[src/rtl/core/qws_pkg.sv]
// qws_pkg: constants and types shared by the quoted word splitter.
// Depends on nothing; imported by the core and its port checker.
package qws_pkg;

	localparam int unsigned CharW = 8;
	localparam int unsigned UserW = 2;

	// byte codes seen by the splitter
	localparam logic [CharW-1:0] ChSquote = 8'h27;
	localparam logic [CharW-1:0] ChDquote = 8'h22;
	localparam logic [CharW-1:0] ChBslash = 8'h5C;
	localparam logic [CharW-1:0] ChSpace  = 8'h20;
	localparam logic [CharW-1:0] ChN      = 8'h6E;
	localparam logic [CharW-1:0] ChT      = 8'h74;
	localparam logic [CharW-1:0] ChLf     = 8'h0A;
	localparam logic [CharW-1:0] ChTab    = 8'h09;
	localparam logic [CharW-1:0] ChCr     = 8'h0D;

	// bit positions inside the result tuser
	localparam int unsigned UserCharValid = 0;
	localparam int unsigned UserStringEnd = 1;

	// word parser flags
	typedef struct packed {
		logic in_word;
		logic in_quote;
		logic quote_is_double;
		logic escape_pending;
	} qws_state_t;

	localparam qws_state_t StateIdle = '{default: 1'b0};

	// ASCII whitespace: space, TAB, LF, VT, FF, CR
	function automatic logic is_ws(input logic [CharW-1:0] c);
		is_ws = (c == ChSpace) || ((c >= ChTab) && (c <= ChCr));
	endfunction

endpackage

[src/rtl/core/quoted_word_splitter.sv]
// quoted_word_splitter: shell-style word splitting of a byte stream.
// Depends on qws_pkg (byte codes, state type, whitespace test).
//
// channel  dir  tdata[7:0]  tuser (bit 0 up)              tlast
// s_axis   in   in_char     -                             last_char
// m_axis   out  out_char    char_valid, string_end        token_end
//
// One byte per cycle while m_axis is not stalled; a byte passes the input register
// and then the result register. The parser flags are updated in the same cycle that a
// byte leaves the input register, which sets the one-byte-per-cycle figure.
// Bytes that produce no result are dropped without occupying the output.
// arst_n clears both stage valids and the parser flags; data regs keep.
// A stall on m_axis holds the result and backs up into the input register.
module quoted_word_splitter
	import qws_pkg::*;
(
	input  logic             clk,
	input  logic             arst_n,
	input  logic             s_axis_tvalid,
	output logic             s_axis_tready,
	input  logic [CharW-1:0] s_axis_tdata,  // [7:0] in_char
	input  logic             s_axis_tlast,  // last_char
	output logic             m_axis_tvalid,
	input  logic             m_axis_tready,
	output logic [CharW-1:0] m_axis_tdata,  // [7:0] out_char
	output logic [UserW-1:0] m_axis_tuser,  // [0] char_valid, [1] string_end
	output logic             m_axis_tlast   // token_end
);

	logic             valid_s1;
	logic [CharW-1:0] char_s1;
	logic             last_s1;
	logic             valid_s2;
	logic [CharW-1:0] char_s2;
	logic             cvalid_s2;
	logic             tend_s2;
	logic             send_s2;
	qws_state_t       st_q;
	qws_state_t       st_next;

	logic             active;
	logic             is_sq;
	logic             is_dq;
	logic             is_bs;
	logic             is_sp;
	logic             space_end;
	logic             emit;
	logic [CharW-1:0] ch;
	logic             tend;
	logic             has_res;
	logic             out_free;
	logic             adv;

	// decode the byte in the input register against the parser flags
	always_comb begin
		active    = st_q.in_word || !is_ws(char_s1);
		is_sq     = (char_s1 == ChSquote);
		is_dq     = (char_s1 == ChDquote);
		is_bs     = (char_s1 == ChBslash);
		is_sp     = (char_s1 == ChSpace);
		emit      = 1'b0;
		ch        = char_s1;
		space_end = 1'b0;
		st_next   = st_q;
		st_next.in_word = active;
		if (is_sq || is_dq) begin
			if (st_q.escape_pending) begin
				st_next.escape_pending = 1'b0;
				emit = 1'b1;
			end else if (st_q.in_quote) begin
				if (is_dq == st_q.quote_is_double) begin
					st_next.in_quote = 1'b0;
				end else begin
					emit = 1'b1;
				end
			end else begin
				st_next.in_quote        = 1'b1;
				st_next.quote_is_double = is_dq;
			end
		end else if (is_bs) begin
			if (st_q.escape_pending) begin
				st_next.escape_pending = 1'b0;
				emit = 1'b1;
			end else begin
				st_next.escape_pending = 1'b1;
			end
		end else if (is_sp) begin
			if (st_q.in_quote || st_q.escape_pending) begin
				st_next.escape_pending = 1'b0;
				emit = 1'b1;
			end else begin
				space_end = 1'b1;
			end
		end else begin
			emit = 1'b1;
			if (st_q.escape_pending) begin
				st_next.escape_pending = 1'b0;
				if (char_s1 == ChN) begin
					ch = ChLf;
				end else if (char_s1 == ChT) begin
					ch = ChTab;
				end
			end
		end
		// nothing happens to the flags while skipping whitespace
		if (!active) begin
			emit    = 1'b0;
			st_next = StateIdle;
		end
		tend = active && (space_end || last_s1);
		if (tend || last_s1) begin
			st_next = StateIdle;
		end
		has_res = emit || tend || last_s1;
	end

	// handshake: stage 1 moves when the result register can take it or its byte has no result
	assign out_free      = !valid_s2 || m_axis_tready;
	assign adv           = valid_s1 && (out_free || !has_res);
	assign s_axis_tready = !valid_s1 || adv;

	// control registers
	always_ff @(posedge clk or negedge arst_n) begin
		if (!arst_n) begin
			valid_s1 <= 1'b0;
			valid_s2 <= 1'b0;
			st_q     <= StateIdle;
		end else begin
			if (s_axis_tready) begin
				valid_s1 <= s_axis_tvalid;
			end
			if (adv) begin
				st_q <= st_next;
			end
			if (adv && has_res) begin
				valid_s2 <= 1'b1;
			end else if (m_axis_tready) begin
				valid_s2 <= 1'b0;
			end
		end
	end

	// payload registers
	always_ff @(posedge clk) begin
		if (s_axis_tready && s_axis_tvalid) begin
			char_s1 <= s_axis_tdata;
			last_s1 <= s_axis_tlast;
		end
		if (adv && has_res) begin
			char_s2   <= emit ? ch : '0;
			cvalid_s2 <= emit;
			tend_s2   <= tend;
			send_s2   <= last_s1;
		end
	end

	assign m_axis_tvalid = valid_s2;
	assign m_axis_tdata  = char_s2;
	assign m_axis_tlast  = tend_s2;
	always_comb begin
		m_axis_tuser                = '0;
		m_axis_tuser[UserCharValid] = cvalid_s2;
		m_axis_tuser[UserStringEnd] = send_s2;
	end

endmodule

[config.mk]
export PLATFORM = sky130hd
export DESIGN_NAME = quoted_word_splitter
export DESIGN_NICKNAME = d
export VERILOG_FILES = /design/src/rtl/core/qws_pkg.sv /design/src/rtl/core/quoted_word_splitter.sv
export SDC_FILE = /design/constraint.sdc
export NUM_CORES = 1
export LEC_CHECK = 0
export BUFFER_PORTS_ARGS = -buffer_cell sky130_fd_sc_hd__buf_4
export CAP_MARGIN = 15
export CORE_MARGIN = 1.5
export CORE_UTILIZATION = 35
export CTS_BUF_LIST = sky130_fd_sc_hd__clkbuf_8
export CTS_CLUSTER_SIZE = 40
export DETAILED_ROUTE_END_ITERATION = 10
export SKIP_LAST_GASP = 1
export SLEW_MARGIN = 20
export SYNTH_ARGS = -nofsm -noshare
export SYNTH_HDL_FRONTEND = slang
export SYNTH_SLANG_ARGS = --single-unit
[constraint.sdc]
create_clock -name clk -period 5 [get_ports clk]
set_input_delay 0.25 -clock clk [delete_from_list [all_inputs] [get_ports clk]]
set_output_delay 0.25 -clock clk [all_outputs]
set_load 0.02 [all_outputs]
Yosys cells after proc, flatten, opt, wreduce, memory -nomap -nowiden
Index checks and enable logic that the tools add are counted.
{ "op_classes": {"add_sub_neg": 0, "n_mul": 0, "div": 0, "order_cmp": 2, "n_eq_ne": 11, "shifts": 0, "muxes": 32, "bitwise": 0, "n_reduce_logical": 24} }
{ "op_table": {"columns": ["op", "count"], "rows": [
  ["8-bit 2-to-1 mux", 6],
  ["8-bit by 6-bit == test with 1-bit output (second input constant)", 3],
  ["8-bit by 7-bit == test with 1-bit output (second input constant)", 3],
  ["1-bit 2-to-1 mux", 22],
  ["1-bit logical OR", 11],
  ["8-bit by 4-bit greater-or-equal comparator with 1-bit output (second input constant)", 1],
  ["8-bit by 4-bit <= comparator with 1-bit output (second input constant)", 1],
  ["4-bit 2-to-1 mux", 2],
  ["3-bit by 2-bit != test with 1-bit output (second input constant)", 2],
  ["6-bit by 3-bit != test with 1-bit output (second input constant)", 1],
  ["1-bit logical AND", 5],
  ["1-bit logical NOT", 4],
  ["2-bit 2-to-1 mux", 2],
  ["4-bit AND reduction", 1],
  ["3-bit by 1-bit != test with 1-bit output (second input constant)", 1],
  ["3-bit AND reduction", 1],
  ["2-bit AND reduction", 1],
  ["2-bit nonzero test", 1],
  ["1-bit == test", 1]
]} }
{ "totals": {"reg_bits": 26, "latchBits": 0, "mem_bits_rw": 0, "mem_bits_ro": 0, "inputBits": 13, "out_inout_bits": 13, "memories": 0} }

Depth between registers and ports, before layout
Gate-level depths: netlist (run 1).
{ "depth": {"depth_word": 14, "mapped_depth": 6, "ltp_nobuf": 5} }

Worst setup path after synthesis (run 1)
No wires, ideal clock.
{ "synth_path": {"path_kind": "register -> register", "from": "register char_s1[3]", "to": "register char_s1[0] (enable)", "arrival_time_ps": 2230, "setup_slack_ps": 2390, "stages_incl_launch_ff": 6, "synth_period_minus_slack_ps": 2610, "path_cell_list": "edfxtp_1 > or4_4 > o311ai_1 > and3_4 > o21ai_4 > a31oi_1"} }
{ "synth_between": {"elab_chain_len": 14} }
{ "synth_rtl": {"columns": ["item", "line", "source"], "rows": [
  ["start, declared", "quoted_word_splitter.sv:31", "logic [CharW-1:0] char_s1;"],
  ["start signal, assigned", "quoted_word_splitter.sv:146", "char_s1 <= s_axis_tdata;"],
  ["8-bit by 6-bit == test with 1-bit output", "quoted_word_splitter.sv:58", "is_dq = (char_s1 == ChDquote);"],
  ["1-bit == test", "quoted_word_splitter.sv:71", "if (is_dq == st_q.quote_is_double) begin"],
  ["1-bit 2-to-1 mux", "quoted_word_splitter.sv:71", null],
  ["1-bit 2-to-1 mux", "quoted_word_splitter.sv:70", "end else if (st_q.in_quote) begin"],
  ["1-bit 2-to-1 mux", "quoted_word_splitter.sv:67", "if (st_q.escape_pending) begin"],
  ["1-bit 2-to-1 mux", "quoted_word_splitter.sv:66", "if (is_sq || is_dq) begin"],
  ["1-bit 2-to-1 mux", "quoted_word_splitter.sv:106", "if (!active) begin"],
  ["1-bit logical OR * (2 in series)", "quoted_word_splitter.sv:114", "has_res = emit || tend || last_s1;"],
  ["1-bit logical NOT *", "quoted_word_splitter.sv:119", "assign adv = valid_s1 && (out_free || !has_res);"],
  ["1-bit logical OR *", "quoted_word_splitter.sv:119", null],
  ["1-bit logical AND *", "quoted_word_splitter.sv:119", null],
  ["1-bit logical OR *", "quoted_word_splitter.sv:120", "assign s_axis_tready = !valid_s1 || adv;"],
  ["1-bit logical AND *", "quoted_word_splitter.sv:145", "if (s_axis_tready && s_axis_tvalid) begin"]
]} }
Every way passes the cells marked *; elsewhere a longest branch is shown, timed or not.
A chain may end at the register's enable or synchronous reset.

Worst setup path in the final report (run 1)
{ "layout_path": {"from": "register char_s1[2]", "to": "register char_s1[2] (enable)"} }
Same word-level chain as after synthesis.

==> out/qor.txt, run 1 <==
Initial DRC Count = 42
Final Cycle Share = 58.7%
Die Span Y = 63.9 um
Crit. End Element = register
Worst rel slew slack = 41.2%
Commonest non-fill, non-tap cell in the layout = buf_4
Clk_skew = 0.00382 ns
DR vias = 966
Initial core utilization = 37.8%
Seq/Total Area, Yosys = 57.7%
Postcts setup bufs = 0
Setup TNS = 0 ns
Routed WL per cell = 14.5 um
Number of synthesized flops with an enable pin = 20
Port bufs = 25
Gr usage total = 14.0%
Layout cells sized above 1 = 25.4%
Slew @ Worst Pin = 0.878 ns
Post-Syn Area = 1300 um2
Post-layout util = 46.3%
Initial antenna violation count = 0
Most frequent cells in the layout = buf_4 (25), edfxtp_1 (20), nor2_1 (7), nor3_1 (6), dfrtp_1 (6)
Ys flop type = edfxtp_1
Vias per cell = 5.37
Lkg Pwr = 0.000600 uW
Total die area = 4090 um2
DR DRC count = 0
Post-synth cell types = 44
First-pass GRT wire length = 4.27 mm
Critical Path Start Type = register
RSZ-0062 raised after global routing = no
CTS buffer count = 3
Maximum fanout along the worst path = 9
Status = completed
Syn_nets = 123
Hold/Removal Path Class = in -> reg
Avg Cell Area, Syn = 11.8 um2
R2r setup slk = 2.07 ns
FF-to-FF path depth = 5
WS Path Type = reg -> reg
Max cap viols = 0
Worst hold start = s_axis_tdata[1]
Final nets = 148
P&R area growth vs syn = 22.7%
Fmax = 341 MHz
Slew Limit Fails = 0
Largest net degree at the start of global routing = 16
Detailed Route WL = 2.61 mm
Dpl hpwl = 1.91 mm
RR Endpoint = char_s1[2]$_DFFE_PP_
Num ports = 26
CP required = 4.91 ns
Worst R2R Start = char_s1[2]$_DFFE_PP_
Clock Root Buffer = clkbuf_8
Final setup viols = 0
Syn Inst Count = 110
Gr ovfl total = 0
Core ar. = 3440 um2
PwrDens = 325 nW/um2
Synth warnings = 0
CP Data Arrival Time = 2.84 ns
Final Hold Fails = 0
Hold endpoint = char_s1[1]$_DFFE_PP_
Post-route antenna net violation count = 0
Overall die width = 63.9 um
Latest clock arrival within the worst-skew pair = 0.28 ns
# diodes = 0
Clk pin slew, worst setup/hold paths = 0.09 ns
H-tree Lvls = 1
GPL Wtd Cong = 0.950
Register bit total from synthesis = 26
Vias in the first global route = 942
Row count = 21
Share of flip-flops with an asynchronous set or reset = 23.1%
WHS Path Cells = 1
DR pass1 iterations = 4
Clk sink count = 26
CTS max path bufs = 2
CTS tree = built
Period minus WS final = 2.93 ns
Peak supply drop = 131 uV
==> state kept, by name, indices dropped and copies added (netlist names) <==
signal / count
last_s1: 1
valid_s1: 1
char_s1: 8
m_axis_tdata: 8
cvalid_s2: 1
send_s2: 1
m_axis_tvalid: 1
m_axis_tlast: 1
st_q: 4
==> worst max path at each step <==
stage / startpoint / endpoint / slack (ns)
3_3_place_gp: char_s1[7]$_DFFE_PP_ / char_s1[7]$_DFFE_PP_ / 2.19
6_report: char_s1[2]$_DFFE_PP_ / char_s1[2]$_DFFE_PP_ / 2.07
3_5_place_dp: char_s1[2]$_DFFE_PP_ / char_s1[7]$_DFFE_PP_ / 2.05
5_1_grt: char_s1[2]$_DFFE_PP_ / char_s1[2]$_DFFE_PP_ / 1.89
4_1_cts: char_s1[2]$_DFFE_PP_ / char_s1[7]$_DFFE_PP_ / 2.02
2_1_floorplan: char_s1[3]$_DFFE_PP_ / char_s1[0]$_DFFE_PP_ / 2.39
==> report_power, final <==
group	internal (uW)	switching [uW]
Clock	107	67.7
Combinational	33.4	37.2
Sequential	255	18.0
Total	395	123
==> logic make-up after synthesis <==
| family | after synthesis | synth area share, % |
|---|---|---|
| buffers and inverters | 10 | 3.56 |
| AND/OR/NAND/NOR | 49 | 23.5 |
| multiplexers | 2 | 1.64 |
| AO/OA/AOI/OAI | 21 | 12.2 |
| XOR/XNOR | 2 | 1.35 |
| flip-flops | 26 | 57.7 |
==> Yosys cell counts (2+ instances only) <==
library cell / count / area [um2]
o21ai_0: 4 / 20.0
and3_1: 2 / 12.5
a21oi_1: 3 / 15.0
inv_1: 4 / 15.0
nor4_1: 3 / 18.8
nand3_1: 2 / 10.0
nand2_1: 5 / 18.8
nor2_1: 7 / 26.3
nand3b_1: 2 / 15.0
buf_4: 2 / 15.0
a31oi_1: 3 / 18.8
or4_4: 2 / 22.5
nor2b_1: 3 / 18.8
dfrtp_1: 6 / 150
nor3_1: 6 / 30.0
edfxtp_1: 20 / 601
clkbuf_1: 2 / 7.51
and2_1: 5 / 31.3
and4_1: 2 / 17.5
o211a_1: 2 / 20.0
nand2b_1: 2 / 12.5
==> layout make-up <==
type                       instances  area (um2)
multi-input combinational         74         503
inverter                           4        15.0
tap                               46        57.6
fill                             318        1850
timing repair buffer              26         198
sequential                        26         751
clock inverter                     1        30.0
clock buffer                       3        41.3
==> routing by layer <==
layer / wire (um) / GRT usage [%]
met1: 1060 / 14.5
met2: 1320 / 24.1
met3: 141 / 2.29
met4: 90 / 12.8
met5: 0 / 0
==> stage by stage <==
| step | hold slack, ns | cell area [um2] | cells | total power [uW] | worst slack, ns |
|---|---|---|---|---|---|
| final | 0.141 | 1600 | 180 | 518 | 2.07 |
| after detailed placement | 0.0585 | 1510 | 175 | 348 | 2.05 |
| after global placement | 0.0583 | 1510 | 175 | 345 | 2.19 |
| after global routing | 0.124 | 1600 | 180 | 541 | 1.89 |
| after CTS | 0.134 | 1600 | 180 | 523 | 2.02 |
| after floorplan | -0.0456 | 1300 | 110 | 317 | 2.39 |
==> worst max-delay path: stages (launching register included) <==
cell,delay [ns]
edfxtp_1,0.51
or4_4,0.57
o311ai_1,0.38
and3_4,0.31
o21ai_4,0.08
a31oi_1,0.71
==> what timing repair did <==
item,CTS,global route
hold buffers,1,0
gates resized for setup,0,0
hold endpoints to repair,6,0
Note: power is estimated with default switching activity, not from simulation.
==> run 2, diff against run 1 <==
- ABC_AREA: unset -> 1
- clock period: 5 -> 2.6 ns (I/O delays scaled with it)
==> run 2 against run 1 <==
  * Cell count increased by 13%
  * Die area decreased by 2.4%
  * Worst setup slack got worse by 1.8 ns
  * Hold slack got worse by 0.11 ns
  * Core utilization decreased by 0.23 points
  * Critical path depth increased by 6
  * Combinational power increased to 2.9 times the previous value
  * Non-clock buffer count unchanged
  * Largest cell class unchanged
==> out/qor.txt, run 2 <==
Status = completed
Port bufs = 25
XOR/XNOR share of the synthesized area = 0%
Resize count post-CTS = 0
Clk pin slew, worst setup/hold paths = 0.09 ns
Detailed Route WL = 2.26 mm
Worst rel slew slack = 66.3%
Post-synth top area cell = edfxtp_1
CP Data Arrival Time = 2.26 ns
Synth warnings = 0
GR peak layer = met2
Most frequent cells after synthesis = nand2_1 (30), edfxtp_1 (20), inv_1 (17)
Worst Path Buf+Inv = 2
Die Span Y = 63.2 um
Ys flop type = edfxtp_1
Row count = 21
Slew Limit Fails = 0
Slew @ Worst Pin = 0.500 ns
Lkg Pwr = 0.000702 uW
# diodes = 0
DR vias = 930
Clk sink count = 26
Seq/Total Area, Yosys = 59.2%
CP required = 2.54 ns
Final WS setup = 0.279 ns
M3 GR Usage = 0.714%
Most frequent cell after synthesis = nand2_1
Combinational Power Share = 18.8%
Fillers = 335
Num ports = 26
P&R area growth vs syn = 24.3%
Register bit total from synthesis = 26
Period minus WS final = 2.32 ns
Critical Path Max Stage Delay = 0.42 ns
Post-CTS Hold Fix Bufs = 1
Maximum fanout along the worst path = 11
Layout cells sized above 1 = 30.4%
PwrDens = 684 nW/um2
Post-synth cell types = 23
Internal = 792 uW
Synth Area in Compound Gates = 7.11%
Most used cell, CP = nand2_1
GR met2 Demand/Resource = 19.0%
Syn Inst Count = 131
Peak supply drop = 326 uV
Final Hold Fails = 0
DR pass1 iterations = 4
Number of synthesized flops with an enable pin = 20
Final nets = 172
Postcts setup bufs = 0
Synth Area in Simple Gates = 26.0%
Post-Syn Area = 1270 um2
Post-synth top area share = 47.4%
CTS tree = built
DR DRC count = 0
Crit. End Element = register
Post-route antenna net violation count = 0
Initial core utilization = 37.1%
Fmax = 431 MHz
Dpl ws = 0.303 ns
Setup TNS = 0 ns
Avg Cell Area, Syn = 9.68 um2
Hold/Removal Path Class = in -> reg
WS Path Type = reg -> reg
Max cap viols = 0
Synth Area in Adders = 0%
CTS max path bufs = 2
Final Cycle Share = 89.3%
Inst Count DP = 199
Dpl hpwl = 1.73 mm
Clock Root Buffer = clkbuf_8
Synth top area cells = edfxtp_1 (47%), dfrtp_1 (12%), nand2_1 (8.9%), inv_1 (5.0%), nor2_1 (4.4%)
First-pass GRT wire length = 3.56 mm
Gr usage total = 11.3%
Critical Path Start Type = register
Initial DRC Count = 15
Cell Chain, Critical Path = inv_1 -> nand2_1 -> nor2_1 -> nand2_1 -> nand2_1 -> nand2_1 -> a21oi_2 -> nand2_4 -> a21oi_4 -> nand2_1 -> inv_1
Total die area = 3990 um2
Sw frac = 26.5%
CP delay by family, top = simple AND/OR/NAND/NOR gates
Largest net degree at the start of global routing = 16
Overall die width = 63.2 um
Final setup viols = 0
Latest clock arrival within the worst-skew pair = 0.27 ns
Clock share of power = 31.0%
Routing usage on met1 = 14.5%
Share of power burned in registers = 50.2%
Most frequent cells in the layout = nand2_1 (30), buf_4 (25), edfxtp_1 (20), inv_1 (17), nor2_1 (15)
Vias in the first global route = 871
H-tree Lvls = 1
Fin Hold WS = 0.0281 ns
GPL Wtd Cong = 0.857
Commonest non-fill, non-tap cell in the layout = nand2_1
Non-Filler Instances = 204
NetSw = 285 uW
Clk_skew = 0.00220 ns
Critical-path top delay cell = edfxtp_1
Share of flip-flops with an asynchronous set or reset = 23.1%
Vias per cell = 4.56
Post-synthesis mux area share = 0%
Post-layout util = 46.1%
Syn_nets = 144
Core ar. = 3420 um2
CTS buffer count = 3
Main combinational cell family by area after synthesis = simple AND/OR/NAND/NOR gates
Gr ovfl total = 0
Routed WL per cell = 11.1 um
Initial antenna violation count = 0
RSZ-0062 raised after global routing = no
[run 2: cell types whose count changed in the layout (fill, tap and decap cells not counted), sizes merged, moves of 3 or more]
cell,change
nor2,+11
a21oi,+3
a31oi,-3
or4,-3
nor3,-4
nand2,+31
nand4,+3
and2,-5
inv,+17
nor2b,-3
nand3,+3
[run 2: cells by family (layout without fill, tap and decap cells)]
family                 Yosys count  after routing
and+or+nand+nor                 69             69
DFF                             26             26
AOI/OAI and AO/OA               12             12
buffers and inverters           24             51
[run 2: final cells by class]
cell class,count,area [um2],area share (%)
Tap cell,46,57.6,3.65
Clock inverter,1,30.0,1.91
Inverter,21,78.8,5.00
Multi-Input combinational cell,81,419,26.6
Clock buffer,3,41.3,2.62
Timing Repair Buffer,26,198,12.5
Sequential cell,26,751,47.7
[run 2: per-stage QoR]
| step | area (um2) | power [uW] |
|---|---|---|
| 5_1_grt | 1580 | 1130 |
| 2_1_floorplan | 1270 | 675 |
| 6_report | 1580 | 1080 |
| 3_3_place_gp | 1490 | 750 |
| 4_1_cts | 1580 | 1080 |
| 3_5_place_dp | 1490 | 752 |
[run 2: worst register-to-register path, cell delays in order, from the launching register on]
cell	delay, ns
edfxtp_1	0.42
inv_1	0.13
nand2_1	0.12
nor2_1	0.13
nand2_1	0.11
nand2_1	0.12
nand2_1	0.08
a21oi_2	0.21
nand2_4	0.09
a21oi_4	0.18
nand2_1	0.09
inv_1	0.30
[run 2: metal layers]
layer / wire length [um] / part of all wire (%)
met5: 0 / 0
met4: 60 / 2.7
met3: 86 / 3.8
met2: 1060 / 47
met1: 1060 / 47
[run 2: path summary, 6_finish.rpt]
kind | startpoint | end | slack (ns) | cells past startpoint
max | char_s1[1]$_DFFE_PP_ | m_axis_tdata[2]$_SDFFCE_PN0P_ | 0.28 | 11
max reg2reg | char_s1[1]$_DFFE_PP_ | m_axis_tdata[2]$_SDFFCE_PN0P_ | 0.28 | 11
max in group asynchronous | arst_n | st_q[0]$_DFFE_PN0P_ | 2.30 | 2
min reg2reg | st_q[1]$_DFFE_PN0P_ | st_q[1]$_DFFE_PN0P_ | 0.53 | 2
min | s_axis_tlast | last_s1$_DFFE_PP_ | 0.03 | 1
min in group asynchronous | arst_n | st_q[2]$_DFFE_PN0P_ | 0.19 | 2
[run 2: power by group through the flow]
stage	logic (uW)	registers [uW]	clock network (uW)
2_1_floorplan	104	571	0
3_3_place_gp	201	549	0
3_5_place_dp	203	549	0
4_1_cts	205	540	338
5_1_grt	222	548	356
6_report	203	540	334
